--- src/c3zp_pkg.sv ---
`timescale 1ns / 1ps
// Shared types and constants for the 3x3 zero-padded convolution stream.
package c3zp_pkg;

    localparam int KSIZE     = 3;
    localparam int COEF_W    = 8;
    localparam int CFG_W     = 24;
    localparam int CFG_IDX_W = 3;
    localparam int GEOM_W    = 11;
    localparam int FV_W      = 20;

    localparam int MIN_SIZE   = 3;
    localparam int MAX_HEIGHT = 1024;
    localparam int GEOM_MAX   = (1 << GEOM_W) - 1;

    localparam logic [CFG_W-1:0]  KERNEL_TOP_RST = 24'h000100;
    localparam logic [CFG_W-1:0]  KERNEL_MID_RST = 24'h01FC01;
    localparam logic [CFG_W-1:0]  KERNEL_BOT_RST = 24'h000100;
    localparam logic [GEOM_W-1:0] WIDTH_RST      = 11'd640;
    localparam logic [GEOM_W-1:0] HEIGHT_RST     = 11'd480;

    typedef enum logic [CFG_IDX_W-1:0] {
        CFG_KERNEL_TOP    = 3'd0,
        CFG_KERNEL_MIDDLE = 3'd1,
        CFG_KERNEL_BOTTOM = 3'd2,
        CFG_IMAGE_WIDTH   = 3'd3,
        CFG_IMAGE_HEIGHT  = 3'd4
    } cfg_reg_e;

    typedef struct packed {
        logic emit;
        logic left;
        logic right;
        logic top;
        logic bottom;
        logic last;
    } pos_flags_t;

    typedef struct packed {
        logic             shift;
        logic             cap;
        logic             col_ok;
        logic [KSIZE-1:0] row_ok;
    } cell_ctrl_t;

endpackage

--- src/c3zp_cell.sv ---
`timescale 1ns / 1ps
// Window cell: holds one window column and forms its masked partial sum.
module c3zp_cell #(
    parameter int PIXEL_BITS = 8
) (
    input  logic                                                 clk,
    input  c3zp_pkg::cell_ctrl_t                                 ctrl,
    input  logic [c3zp_pkg::KSIZE-1:0][c3zp_pkg::COEF_W-1:0]     coef,
    input  logic [c3zp_pkg::KSIZE-1:0][PIXEL_BITS-1:0]           pix_in,
    output logic [c3zp_pkg::KSIZE-1:0][PIXEL_BITS-1:0]           pix_out,
    output logic signed [c3zp_pkg::FV_W-1:0]                     psum
);
    import c3zp_pkg::*;

    localparam int PROD_W = PIXEL_BITS + COEF_W + 1;

    logic [KSIZE-1:0][PIXEL_BITS-1:0] pix_reg;
    logic signed [FV_W-1:0]           psum_reg;
    logic signed [FV_W-1:0]           psum_next;
    logic [PIXEL_BITS-1:0]            tap [KSIZE];
    logic signed [PROD_W-1:0]         prod [KSIZE];

    always_comb
    begin
        psum_next = '0;
        for (int r = 0; r < KSIZE; r++)
        begin
            tap[r]    = (ctrl.col_ok && ctrl.row_ok[r]) ? pix_reg[r] : '0;
            prod[r]   = $signed(coef[r]) * $signed({1'b0, tap[r]});
            psum_next = psum_next + FV_W'(prod[r]);
        end
    end

    always_ff @(posedge clk)
    begin
        if (ctrl.shift)
        begin
            pix_reg <= pix_in;
        end
        if (ctrl.cap)
        begin
            psum_reg <= psum_next;
        end
    end

    assign pix_out = pix_reg;
    assign psum    = psum_reg;

endmodule

--- config.mk ---
export PLATFORM = sky130hd
export DESIGN_NAME = c3zp_cell
export DESIGN_NICKNAME = d
export VERILOG_FILES = /design/src/c3zp_pkg.sv /design/src/c3zp_cell.sv
export SDC_FILE = /design/constraint.sdc
export NUM_CORES = 1
export LEC_CHECK = 0
export BUFFER_PORTS_ARGS = -buffer_cell sky130_fd_sc_hd__buf_2
export CAP_MARGIN = 20
export CORE_MARGIN = 2
export CORE_UTILIZATION = 40
export CTS_BUF_LIST = sky130_fd_sc_hd__clkbuf_4 sky130_fd_sc_hd__clkbuf_8
export DETAILED_ROUTE_END_ITERATION = 16
export GPL_TIMING_DRIVEN = 0
export SLEW_MARGIN = 20
export SYNTH_ARGS = -nofsm -noshare
export SYNTH_HDL_FRONTEND = slang
export SYNTH_SLANG_ARGS = --single-unit
--- constraint.sdc ---
create_clock -name clk -period 9.2 [get_ports clk]
set_clock_uncertainty 0.15 [all_clocks]
set_input_delay 2.3 -clock clk [delete_from_list [all_inputs] [get_ports clk]]
set_output_delay 2.3 -clock clk [all_outputs]
set_load 0.05 [all_outputs]
* Word-level counts from Yosys, hierarchy flattened
Index checks and enable logic that the tools add are counted.
** Word-level totals
- Output and inout bits :: 44
- Input bits :: 55
- Logic and storage cells :: 15
- Flip-flop bits (word level) :: 44
** Operators by class
- Reductions and logical operators :: 3
- $add $sub $neg :: 2
- Multipliers :: 3
- Multiplexer cells :: 3
** Operators with widths (number)
- multiplier 8 x 9 -> 17 bit :: 3
- 2-to-1 mux 8 bit :: 3
- adder 18 x 17 -> 19 bit :: 1
- adder 17 x 17 -> 18 bit :: 1
- logical AND 1 bit :: 3

* Depth between registers and ports, before layout
Gate-level depths: netlist of the first run.
- Depth in word-level cells :: 5
- Depth in mapped cells :: 26
- Gate-level depth less buffers :: 24

* Worst setup path before layout of the first run
OpenSTA, ideal clock, no wires.
- Path type :: input-to-reg
- Start point :: in ctrl[0] (netlist bit)
- End point :: reg psum_reg[17], in the netlist psum[17], data pin
- Buffers on the path :: 2
- Setup slack :: 0.599 ns
- Setup time :: 0.258 ns
- Cell stages on the path :: 23
- Arrival time :: 8.193 ns
- Data required time :: 8.792 ns
- Cells stage by stage :: and2_1 > clkbuf_1 > clkbuf_1 > nand3_1 > fa_1 > inv_1 > fa_1 > inv_1 > fa_1 > fa_1 > inv_1 > fa_1 > inv_1 > fa_1 > inv_1 > fa_1 > ha_1 > nor2b_4 > o31a_1 > or3_1 > a211o_1 > a21oi_2 > xnor2_1
** On the way
- Word-level cells in the longest chain between the ends :: 5
** Ends and longest elaborated chain
- from (decl) :: line c3zp_cell.sv:7 : input c3zp_pkg::cell_ctrl_t ctrl,
- logical AND 1 bit :: line c3zp_cell.sv:28 : tap[r] = (ctrl.col_ok && ctrl.row_ok[r]) ? pix_reg[r] : '0;
- 2-to-1 mux 8 bit :: line c3zp_cell.sv:28
- multiplier 8 x 9 -> 17 bit :: line c3zp_cell.sv:29 : prod[r] = $signed(coef[r]) * $signed({1'b0, tap[r]});
- adder 17 x 17 -> 18 bit :: line c3zp_cell.sv:30 : psum_next = psum_next + FV_W'(prod[r]);
- adder 18 x 17 -> 19 bit :: line c3zp_cell.sv:30
- net psum_next[17] :: line c3zp_cell.sv:19 : logic signed [FV_W-1:0] psum_next;
- to (signal assigned) :: line c3zp_cell.sv:42 : psum_reg <= psum_next;
- to (decl) :: line c3zp_cell.sv:18 : logic signed [FV_W-1:0] psum_reg;
The timed path passes the listed nets, and every way through them passes these cells.
A chain may end at the register's enable or synchronous reset.

* Worst setup path in the final report of the first run
- Start point :: in ctrl[3] (netlist bit)
- End point :: reg psum_reg[17], in the netlist psum[17], data pin
** On the way
- Word-level cells in the longest chain between the ends :: 5
- Elaborated cells between the ends (all ways) :: 11
- Classes of those cells :: add/sub: 2; mul: 3; mux: 3; reduce/logical: 3
** Ends and longest elaborated chain (line)
- logical AND 1 bit :: c3zp_cell.sv:28
- 2-to-1 mux 8 bit :: c3zp_cell.sv:28
- multiplier 8 x 9 -> 17 bit :: c3zp_cell.sv:29
- adder 17 x 17 -> 18 bit :: c3zp_cell.sv:30
- adder 18 x 17 -> 19 bit (*) :: c3zp_cell.sv:30
- net psum_next[17] :: c3zp_cell.sv:19
Mark *: on every way through the listed nets, which the timed path passes. The rest lies on a longest branch.

==> metrics.md, run 1 <==
| Metric | Value |
|---|---|
| Status | complete, no violations |
| Final #Nets | 1,313 |
| Seq/Total Area, Yosys | 0.148 |
| DR vias/cell | 5.11 |
| Most used cell, CP | fa_1 |
| Number of flops mapped to enable cells by yosys | 43 |
| Skew-Pair Late Insertion Delay | between 300 and 400 ps |
| H-tree depth | 2 |
| Sw Pwr | around 1.2 mW |
| Slew @ Worst Pin | 673 ps |
| Startpoint class of the critical path | primary input |
| Num CTS Buffers | 5 |
| Library cells used by synthesis | 39 |
| Sw frac | 0.530 |
| Hold crit path type | flop to flop |
| M1 GR Usage | 0.267 |
| Synthesized instance count | slightly below 900 |
| Cell taking the most area after synthesis | fa_1 |
| Max Cap Viol | 0 |
| Port bufs | between 90 and 100 |
| Largest net degree at the start of global routing | 25 |
| Top_reg_cell synth | edfxtp_1 |
| Top-count cell post-synth | inv_1 |
| Iter 0 DRT Violations | 403 |
| IO Pins | 99 |
| Setup crit end kind | flop |
| DRT antenna net count | 0 |
| Crit Path Max Fanout | 10 |
| WL final | 20.7 mm |
| Design area | a little under 10,000 um^2 |
| Row cnt | between 50 and 60 |
| DIE AREA | about 23,000 um^2 |
| Max Freq | 112 MHz |
| Layout area overhead | 10.6% |
| Total track usage | 0.195 |
| CTS tree | built |
| Die H | roughly 150 um |
| Clk pwr share | 0.062 |
| CP max-delay cell | fa_1 |
| Clock sink count | 43 |
| Slew Viols, Final | 0 |
| Maximum vdd drop | 221 uV |
| Max_slew headroom | 0.551 |
| Initial Util | 0.404 |
| Clock-pin slew on the worst setup and hold paths | 120 ps |
| Clk buf depth | 2 |
| P_int | 1.08 mW |
| Syn nets | 1,209 |
| Synth warnings | 0 |
| Critical Path RT | 9140 ps |
| Post-DP HPWL | 17.5 mm |
| Max reg flops | 24 |
| CTS Root Cell | clkbuf_8 |
| Global-route wire length before repair | 34.0 mm |
| Power, Total | ~2.3 mW |
| # DRC | 0 |
| CORE AREA | between 20,000 and 25,000 um^2 |
| Global routing met3 resource utilization | 0.0246 |
| Synthesized cell area | 8730 um^2 |
| Fin util | 0.447 |
| Final number of setup-violating endpoints | 0 |
| Wire per inst | 16.4 um |
| Gr ovfl total | 0 |
| CP cell instances | buf_2 > and2_1 > clkbuf_1 > clkbuf_1 > nand3_1 > fa_1 > fa_1 > fa_1 > inv_1 > fa_1 > fa_1 > fa_1 > inv_1 > fa_1 > inv_1 > ha_1 > o21a_1 > o31a_1 > or3_1 > a211o_1 > a21oi_2 > xnor2_1 |
| Top cells by area, synth | fa_1 (38%), ha_1 (16%), edfxtp_1 (15%) |
| Final Wtd Congestion | 0.897 |
| Placed Instance Area | 9570 um^2 |
| Hold Buf Count CTS | 0 |
| Synth top cells by count | inv_1 (241), fa_1 (166), ha_1 (111) |
| Die X | approximately 150 um |
| Via count | 6,454 |
| Pwr/cell area | 239 nW/um^2 |
| Final hold violation count | 0 |
| Unrepaired setup endpoints after global routing | false |
| Final cycle utilization of the critical path | 0.966 |
| Most Crowded Layer GR | met2 |
| Gate power share | 0.779 |
| Worst path max stage delay | approximately 570 ps |
| Initial antenna violation count | 0 |
| Leakage | between 5 and 6 nW |
| Drt pass-1 iters | 5 |
| Top-area cell type share of the netlist area | 0.381 |
| Share of layout cells above drive strength 1 | 0.113 |
| Ant diodes | 0 |
| Power share of the sequential group | 0.159 |
| Crit Path Class | primary input to flop |
| Minimum clock period | a little under 9000 ps |
| Post-synthesis register bit count | 43 |
| Vias in the first global route | 6,583 |
| Avg Cell Area, Syn | 9.96 um^2 |
| Met2 Resource Use GR | 0.333 |
| FFs w/ async S/R, synth | 0 |
| CP arrival | 8830 ps |
==> per-layer routing <==
metal | routed length (um) | share of wire | up-vias
li1 | - | - | 2975
met1 | 8760 | 0.42 | 3262
met2 | 10400 | 0.50 | 203
met3 | 1220 | 0.059 | 14
met4 | 278 | 0.013 | 0
met5 | 0 | 0 | -
==> through the flow <==
stage | std cells | worst slack, ps | setup TNS (ps) | hold WS (ps)
2_1_floorplan | 877 | 599 | 0 | 1010
4_1_cts | 1263 | 97.3 | 0 | 978
3_3_place_gp | 1255 | -231 | -900 | 920
6_report | 1262 | 310 | 0 | 941
5_1_grt | 1262 | 17.9 | 0 | 1010
3_5_place_dp | 1255 | -276 | -1160 | 916
==> final timing paths <==
| check | from | to | cells after the start | slack [ps] |
|---|---|---|---|---|
| max | ctrl[3] | psum[17] | 22 | 310 |
| min | pix_out[8] | psum[0] | 2 | 940 |
| max reg2reg | pix_out[19] | psum[14] | 21 | 2460 |
| min reg2reg | pix_out[8] | psum[0] | 2 | 940 |
==> kinds of logic (layout without fill, tap and decap cells) <==
family,Yosys count,in the layout,share of synthesized area
DFF,43,43,0.148
AOI/OAI and AO/OA,54,54,0.0423
adders and majority gates,277,277,0.540
xor gates and xnor gates,15,15,0.0150
buffers and inverters,266,371,0.115
and+or+nand+nor,222,222,0.141
==> layout make-up <==
| cell class | count | area (um^2) |
|---|---|---|
| Multi-Input combinational cell | 568 | 6440 |
| Clock buffer | 5 | 68.8 |
| Tap cell | 280 | 350 |
| Fill cell | 2169 | 12000 |
| Buffer | 24 | 96.3 |
| Timing Repair Buffer | 98 | 490 |
| Inverter | 241 | 905 |
| Clock inverter | 3 | 20.0 |
| Sequential cell | 43 | 1290 |
==> power by group through the flow <==
stage / sequential (mW) / clock (mW) / combinational, mW
floorplan: 0.527 / 0 / 1.18
global placement: 0.370 / 0 / 1.78
detailed placement: 0.371 / 0 / 1.80
CTS: 0.366 / 0.150 / 1.80
global route: 0.373 / 0.153 / 2.01
finish: 0.367 / 0.142 / 1.80
==> critical path: cells and delay by family <==
| family | cells | cell delay [ps] |
|---|---|---|
| fa+ha+maj | 8 | 3860 |
| simple gates | 3 | 690 |
| compound gates | 4 | 830 |
| buf+inv | 6 | 1070 |
| xor+xnor | 1 | 70 |
==> cell usage in the layout, fill, tap and decap left out, types with 4 or more instances in the layout <==
cell	count
a21oi_1	12
and2_1	9
fa_1	166
edfxtp_1	43
nand2_1	33
nand2b_1	4
a21o_1	4
clkbuf_8	5
inv_1	241
nand3_1	55
ha_1	111
xnor2_1	11
o21ai_0	5
a31oi_1	5
xor2_1	4
buf_2	98
clkbuf_1	21
nor2_1	10
a21boi_0	8
and3_1	104
==> what timing repair did <==
| action | CTS | global route |
|---|---|---|
| endpoints found under the setup margin | 0 | 8 |
| gates resized for setup | 0 | 5 |
| setup buffers | 0 | 0 |
(Power assumes the default switching activity.)
==> run 2: changes to the inputs <==
--- a/config.mk
+++ b/config.mk
@@ -14,3 +14,2 @@
 export GPL_TIMING_DRIVEN = 0
-export SLEW_MARGIN = 20
 export SYNTH_ARGS = -nofsm -noshare
==> constraint.sdc (replaced) <==
create_clock -name clk -period 9.2 [get_ports clk]
set_clock_uncertainty 0.15 [all_clocks]
set_input_delay 1.84 -clock clk [delete_from_list [all_inputs] [get_ports clk]]
set_output_delay 1.84 -clock clk [all_outputs]
set_load 0.05 [all_outputs]
==> metrics.md, run 2 (synthesis gave the netlist of run 1 again) <==
| Metric | Value |
|---|---|
| Placed Instance Area | 9570 um^2 |
| Post-DP HPWL | 17.5 mm |
| Die H | 152 um |
| Fill cells | 2,165 |
| Final cycle utilization of the critical path | 0.946 |
| Pwr/cell area | 238 nW/um^2 |
| Crit Path Max Fanout | 10 |
| Num CTS Buffers | 5 |
| Most used cell, CP | fa_1 |
| Sw Pwr | 1.22 mW |
| Post-CTS Setup Inserts | 0 |
| Max reg flops | 24 |
| P_int | 1.08 mW |
| DR vias/cell | a little over 5 |
| DRT antenna net count | 0 |
| Row cnt | 54 |
| Sw frac | 0.530 |
| Vias in the first global route | 6,583 |
| DIE AREA | between 20,000 and 25,000 um^2 |
| Crit path max-delay family | adder cells |
| Wire per inst | between 15 and 20 um |
| Final number of setup-violating endpoints | 0 |
| Power share of the sequential group | 0.159 |
| Critical Path RT | 9130 ps |
| CORE AREA | 21,600 um^2 |
| Setup Total Neg Slack | 0 ps |
| Status | complete, no violations |
| CTS tree | built |
| Leakage | approximately 5.4 nW |
| Initial antenna violation count | 0 |
| Crit Path Class | primary input to flop |
| Share of layout cells above drive strength 1 | 0.111 |
| IO Pins | roughly 100 |
| Clock-pin slew on the worst setup and hold paths | 120 ps |
| Gate power share | 0.780 |
| Clk pwr share | 0.061 |
| Final hold violation count | 0 |
| Final Wtd Congestion | 0.897 |
| Global-route wire length before repair | 34.0 mm |
| Maximum vdd drop | 219 uV |
| Slew Viols, Final | 0 |
| Gr ovfl total | 0 |
| Clock sink count | 43 |
| H-tree depth | 2 |
| Worst path max stage delay | 550 ps |
| CTS Root Cell | clkbuf_8 |
| WL final | 20.7 mm |
| Ant diodes | 0 |
| Drt pass-1 iters | 5 |
| CP max-delay cell | fa_1 |
| Port bufs | 98 |
| Skew-Pair Late Insertion Delay | 350 ps |
| Total track usage | 0.195 |
| Final #Nets | 1,314 |
| Hold WS | 942 ps |
| Hold Buf Count CTS | 0 |
| Clk buf depth | 2 |
| Buffers & Inverters on Critical Path | 7 |
| Most common cell after layout, fill and taps aside | inv_1 |
| Initial Util | 0.404 |
| Slew @ Worst Pin | 680 ps |
| Max Freq | 115 MHz |
| Max Cap Viol | 0 |
| Power, Total | 2.30 mW |
| Unrepaired setup endpoints after global routing | false |
| Design area | slightly below 10,000 um^2 |
| Max_slew headroom | 0.547 |
| # DRC | 0 |
| Die X | roughly 150 um |
| CP arrival | ~8600 ps |
| Iter 0 DRT Violations | 358 |
| Via count | ~6,500 |
| CP cell instances | buf_2 > and2_1 > clkbuf_1 > clkbuf_1 > and3_1 > fa_1 > fa_1 > inv_1 > fa_1 > inv_1 > fa_1 > inv_1 > fa_1 > fa_1 > fa_1 > inv_1 > ha_1 > a21oi_1 > nor2_1 > a211oi_1 > o21ai_0 > a31oi_1 > xnor2_1 |
| Hold crit path type | flop to flop |
| Cts repair resizes | 0 |
| Setup crit end kind | flop |
| Layout area overhead | 10.6% |
| Most frequent cells in the layout | inv_1 (241), fa_1 (166), ha_1 (111) |
| Minimum clock period | between 8000 and 9000 ps |
| Largest net degree at the start of global routing | 25 |
| Startpoint class of the critical path | primary input |
==> run 2: final timing paths <==
path                from  endpoint  slack [ps]  cells after the start
max              ctrl[3]  psum[14]         500                     23
min           pix_out[8]   psum[0]         940                      2
max reg2reg  pix_out[19]  psum[14]        2330                     21
min reg2reg   pix_out[8]   psum[0]         940                      2
==> run 2: worst min-delay path: cells and delay by family, from the launching register on <==
kind                       cells  cell delay (ps)
adders and majority gates      1              160
DFF                            1              540
and+or+nand+nor                1              280
==> run 2: area by class of cell <==
cell class | count | area, um^2 | share of cell area
Buffer | 25 | 97.6 | 0.0101
Clock inverter | 3 | 20.0 | 0.00207
Inverter | 241 | 905 | 0.0936
Multi-Input combinational cell | 568 | 6440 | 0.666
Timing Repair Buffer | 98 | 490 | 0.0508
Sequential cell | 43 | 1290 | 0.134
Clock buffer | 5 | 68.8 | 0.00712
Tap cell | 280 | 350 | 0.0363
==> run 2: power groups by stage <==
stage	registers [mW]	clock network, mW	logic [mW]
after floorplan	0.527	0	1.18
after global placement	0.370	0	1.78
after detailed placement	0.371	0	1.80
after CTS	0.366	0.150	1.80
after global routing	0.373	0.153	2.01
final	0.367	0.140	1.80
==> run 2: per-stage QoR <==
stage          setup slack, ps  cells   util
2_1_floorplan             1060    877      -
3_3_place_gp               229   1255  0.443
3_5_place_dp               184   1255  0.443
4_1_cts                    557   1263  0.447
5_1_grt                    162   1263  0.447
6_report                   501   1263  0.447
==> run 2: layer usage <==
| layer | GRT usage | up-vias | share of wire |
|---|---|---|---|
| met2 | 0.333 | 184 | 0.50 |
| met5 | 0 | - | 0 |
| met4 | 0.0435 | 0 | 0.013 |
| met3 | 0.0246 | 14 | 0.052 |
| li1 | - | 2979 | - |
| met1 | 0.267 | 3290 | 0.43 |
==> run 3: changes to the inputs <==
- PLACE_DENSITY: not set -> 0.62
==> metrics.md, run 3 (synthesis gave the netlist of run 1 again) <==
| Metric | Value |
|---|---|
| Status | complete, no violations |
| Power, Total | 2.33 mW |
| Setup Total Neg Slack | 0 ps |
| Drt pass-1 iters | 5 |
| Slew Viols, Final | 0 |
| Leakage | 5.39 nW |
| Minimum clock period | 8740 ps |
| Post-Place Cells | 1,255 |
| Final number of setup-violating endpoints | 0 |
| Initial Util | 0.404 |
| Post-DP HPWL | 17.6 mm |
| Row cnt | 54 |
| Iter 0 DRT Violations | 336 |
| Slew @ Worst Pin | between 700 and 800 ps |
| Max Cap Viol | 0 |
| Most frequent cells in the layout | inv_1 (241), fa_1 (166), ha_1 (111) |
| CTS tree | built |
| Cts repair resizes | 0 |
| Startpoint class of the critical path | primary input |
| DR vias/cell | 5.09 |
| Setup crit end kind | flop |
| CORE AREA | 21,600 um^2 |
| Critical Path RT | 9130 ps |
| Max reg flops | 24 |
| Die X | roughly 150 um |
| Ant diodes | 0 |
| Final cycle utilization of the critical path | 0.950 |
| Port bufs | between 90 and 100 |
| # DRC | 0 |
| Clk buf depth | 2 |
| Pwr/cell area | between 200 and 250 nW/um^2 |
| Clock sink count | 43 |
| IO Pins | 99 |
| Via count | 6,432 |
| H-tree depth | 2 |
| Unrepaired setup endpoints after global routing | false |
| DIE AREA | 23,000 um^2 |
| CP arrival | 8670 ps |
| Largest net degree at the start of global routing | 25 |
| Final #Nets | ~1,300 |
| Post-CTS Setup Inserts | 0 |
| Gr ovfl total | 0 |
| Clock-pin slew on the worst setup and hold paths | 120 ps |
| Num CTS Buffers | 5 |
| Initial antenna violation count | 0 |
| Crit Path Class | primary input to flop |
| Max Freq | 114 MHz |
| DRT antenna net count | 0 |
| Final hold violation count | 0 |
| WL final | 20.8 mm |
| Die H | 152 um |
| Final Wtd Congestion | roughly 0.9 |
| CTS Root Cell | clkbuf_8 |
| Global-route wire length before repair | 34.4 mm |
| Vias in the first global route | 6,685 |
| Crit Path Max Fanout | 10 |
| Share of layout cells above drive strength 1 | 0.111 |
| Hold Buf Count CTS | 0 |
| Most common cell after layout, fill and taps aside | inv_1 |
| Total track usage | 0.198 |
| Max_slew headroom | 0.522 |
| Hold crit path type | flop to flop |
| Layout area overhead | 10.9% |
| Maximum vdd drop | 224 uV |
| Final Non-Filler Cells | 1,263 |
| Skew-Pair Late Insertion Delay | 340 ps |
| Wire per inst | 16.4 um |
==> run 3: cell types whose count changed in the layout (fill, tap and decap cells not counted), sizes merged <==
cell,previous run,this run
bufinv,0,1
clkinvlp,1,0
inv,241,242
clkinv,2,1
==> run 3: final timing paths <==
| kind | startpoint | to | slack, ps | cells past startpoint |
|---|---|---|---|---|
| worst max register to register | pix_out[19] | psum[14] | 2370 | 21 |
| worst min-delay path | pix_out[8] | psum[0] | 970 | 2 |
| worst min register to register | pix_out[8] | psum[0] | 970 | 2 |
| worst max-delay path | ctrl[3] | psum[14] | 460 | 24 |
==> run 3: critical path, stage by stage <==
cell and delay (ps):
buf_2 150, and2_1 160, clkbuf_1 400, clkbuf_1 400
nand3_1 170, fa_1 550, inv_1 50, fa_1 500
inv_1 70, fa_1 520, inv_1 50, fa_1 480
fa_1 510, fa_1 500, inv_1 50, fa_1 510
inv_1 50, ha_1 260, a21oi_1 170, nor2_1 60
a211oi_1 440, o21ai_0 380, a31oi_1 300, xnor2_1 90
==> run 3: cell type report <==
| class | count | area [um^2] |
|---|---|---|
| plain buffers | 25 | 97.6 |
| clock buffers | 5 | 68.8 |
| clock inverters | 3 | 42.5 |
| fillers | 2156 | 11900 |
| inverters | 241 | 905 |
| multi-input cells | 568 | 6440 |
| flip-flops and latches | 43 | 1290 |
| well taps | 280 | 350 |
| repair buffers | 98 | 490 |
==> run 3: report_power, final <==
part | leakage [nW] | switching (mW) | internal [mW]
Clock | 0.0562 | 0.0880 | 0.0813
Combinational | 4.91 | 1.10 | 0.698
Sequential | 0.422 | 0.0306 | 0.336
Total | 5.39 | 1.22 | 1.12
==> run 3: metrics by stage <==
step	worst slack (ps)	hold slack [ps]	utilization	area, um^2
after floorplan	1060	1010	-	8730
after global placement	223	900	0.443	9570
after detailed placement	148	908	0.443	9570
after CTS	498	972	0.448	9690
after global routing	6.99	998	0.448	9690
final	464	967	0.448	9690
==> run 3: layer usage <==
metal / vias to the layer above / track usage / wire length, um
met5: - / 0 / 0
met2: 161 / 0.339 / 10600
met1: 3279 / 0.270 / 8930
li1: 2976 / - / -
met4: 0 / 0.0431 / 277
met3: 16 / 0.0254 / 989
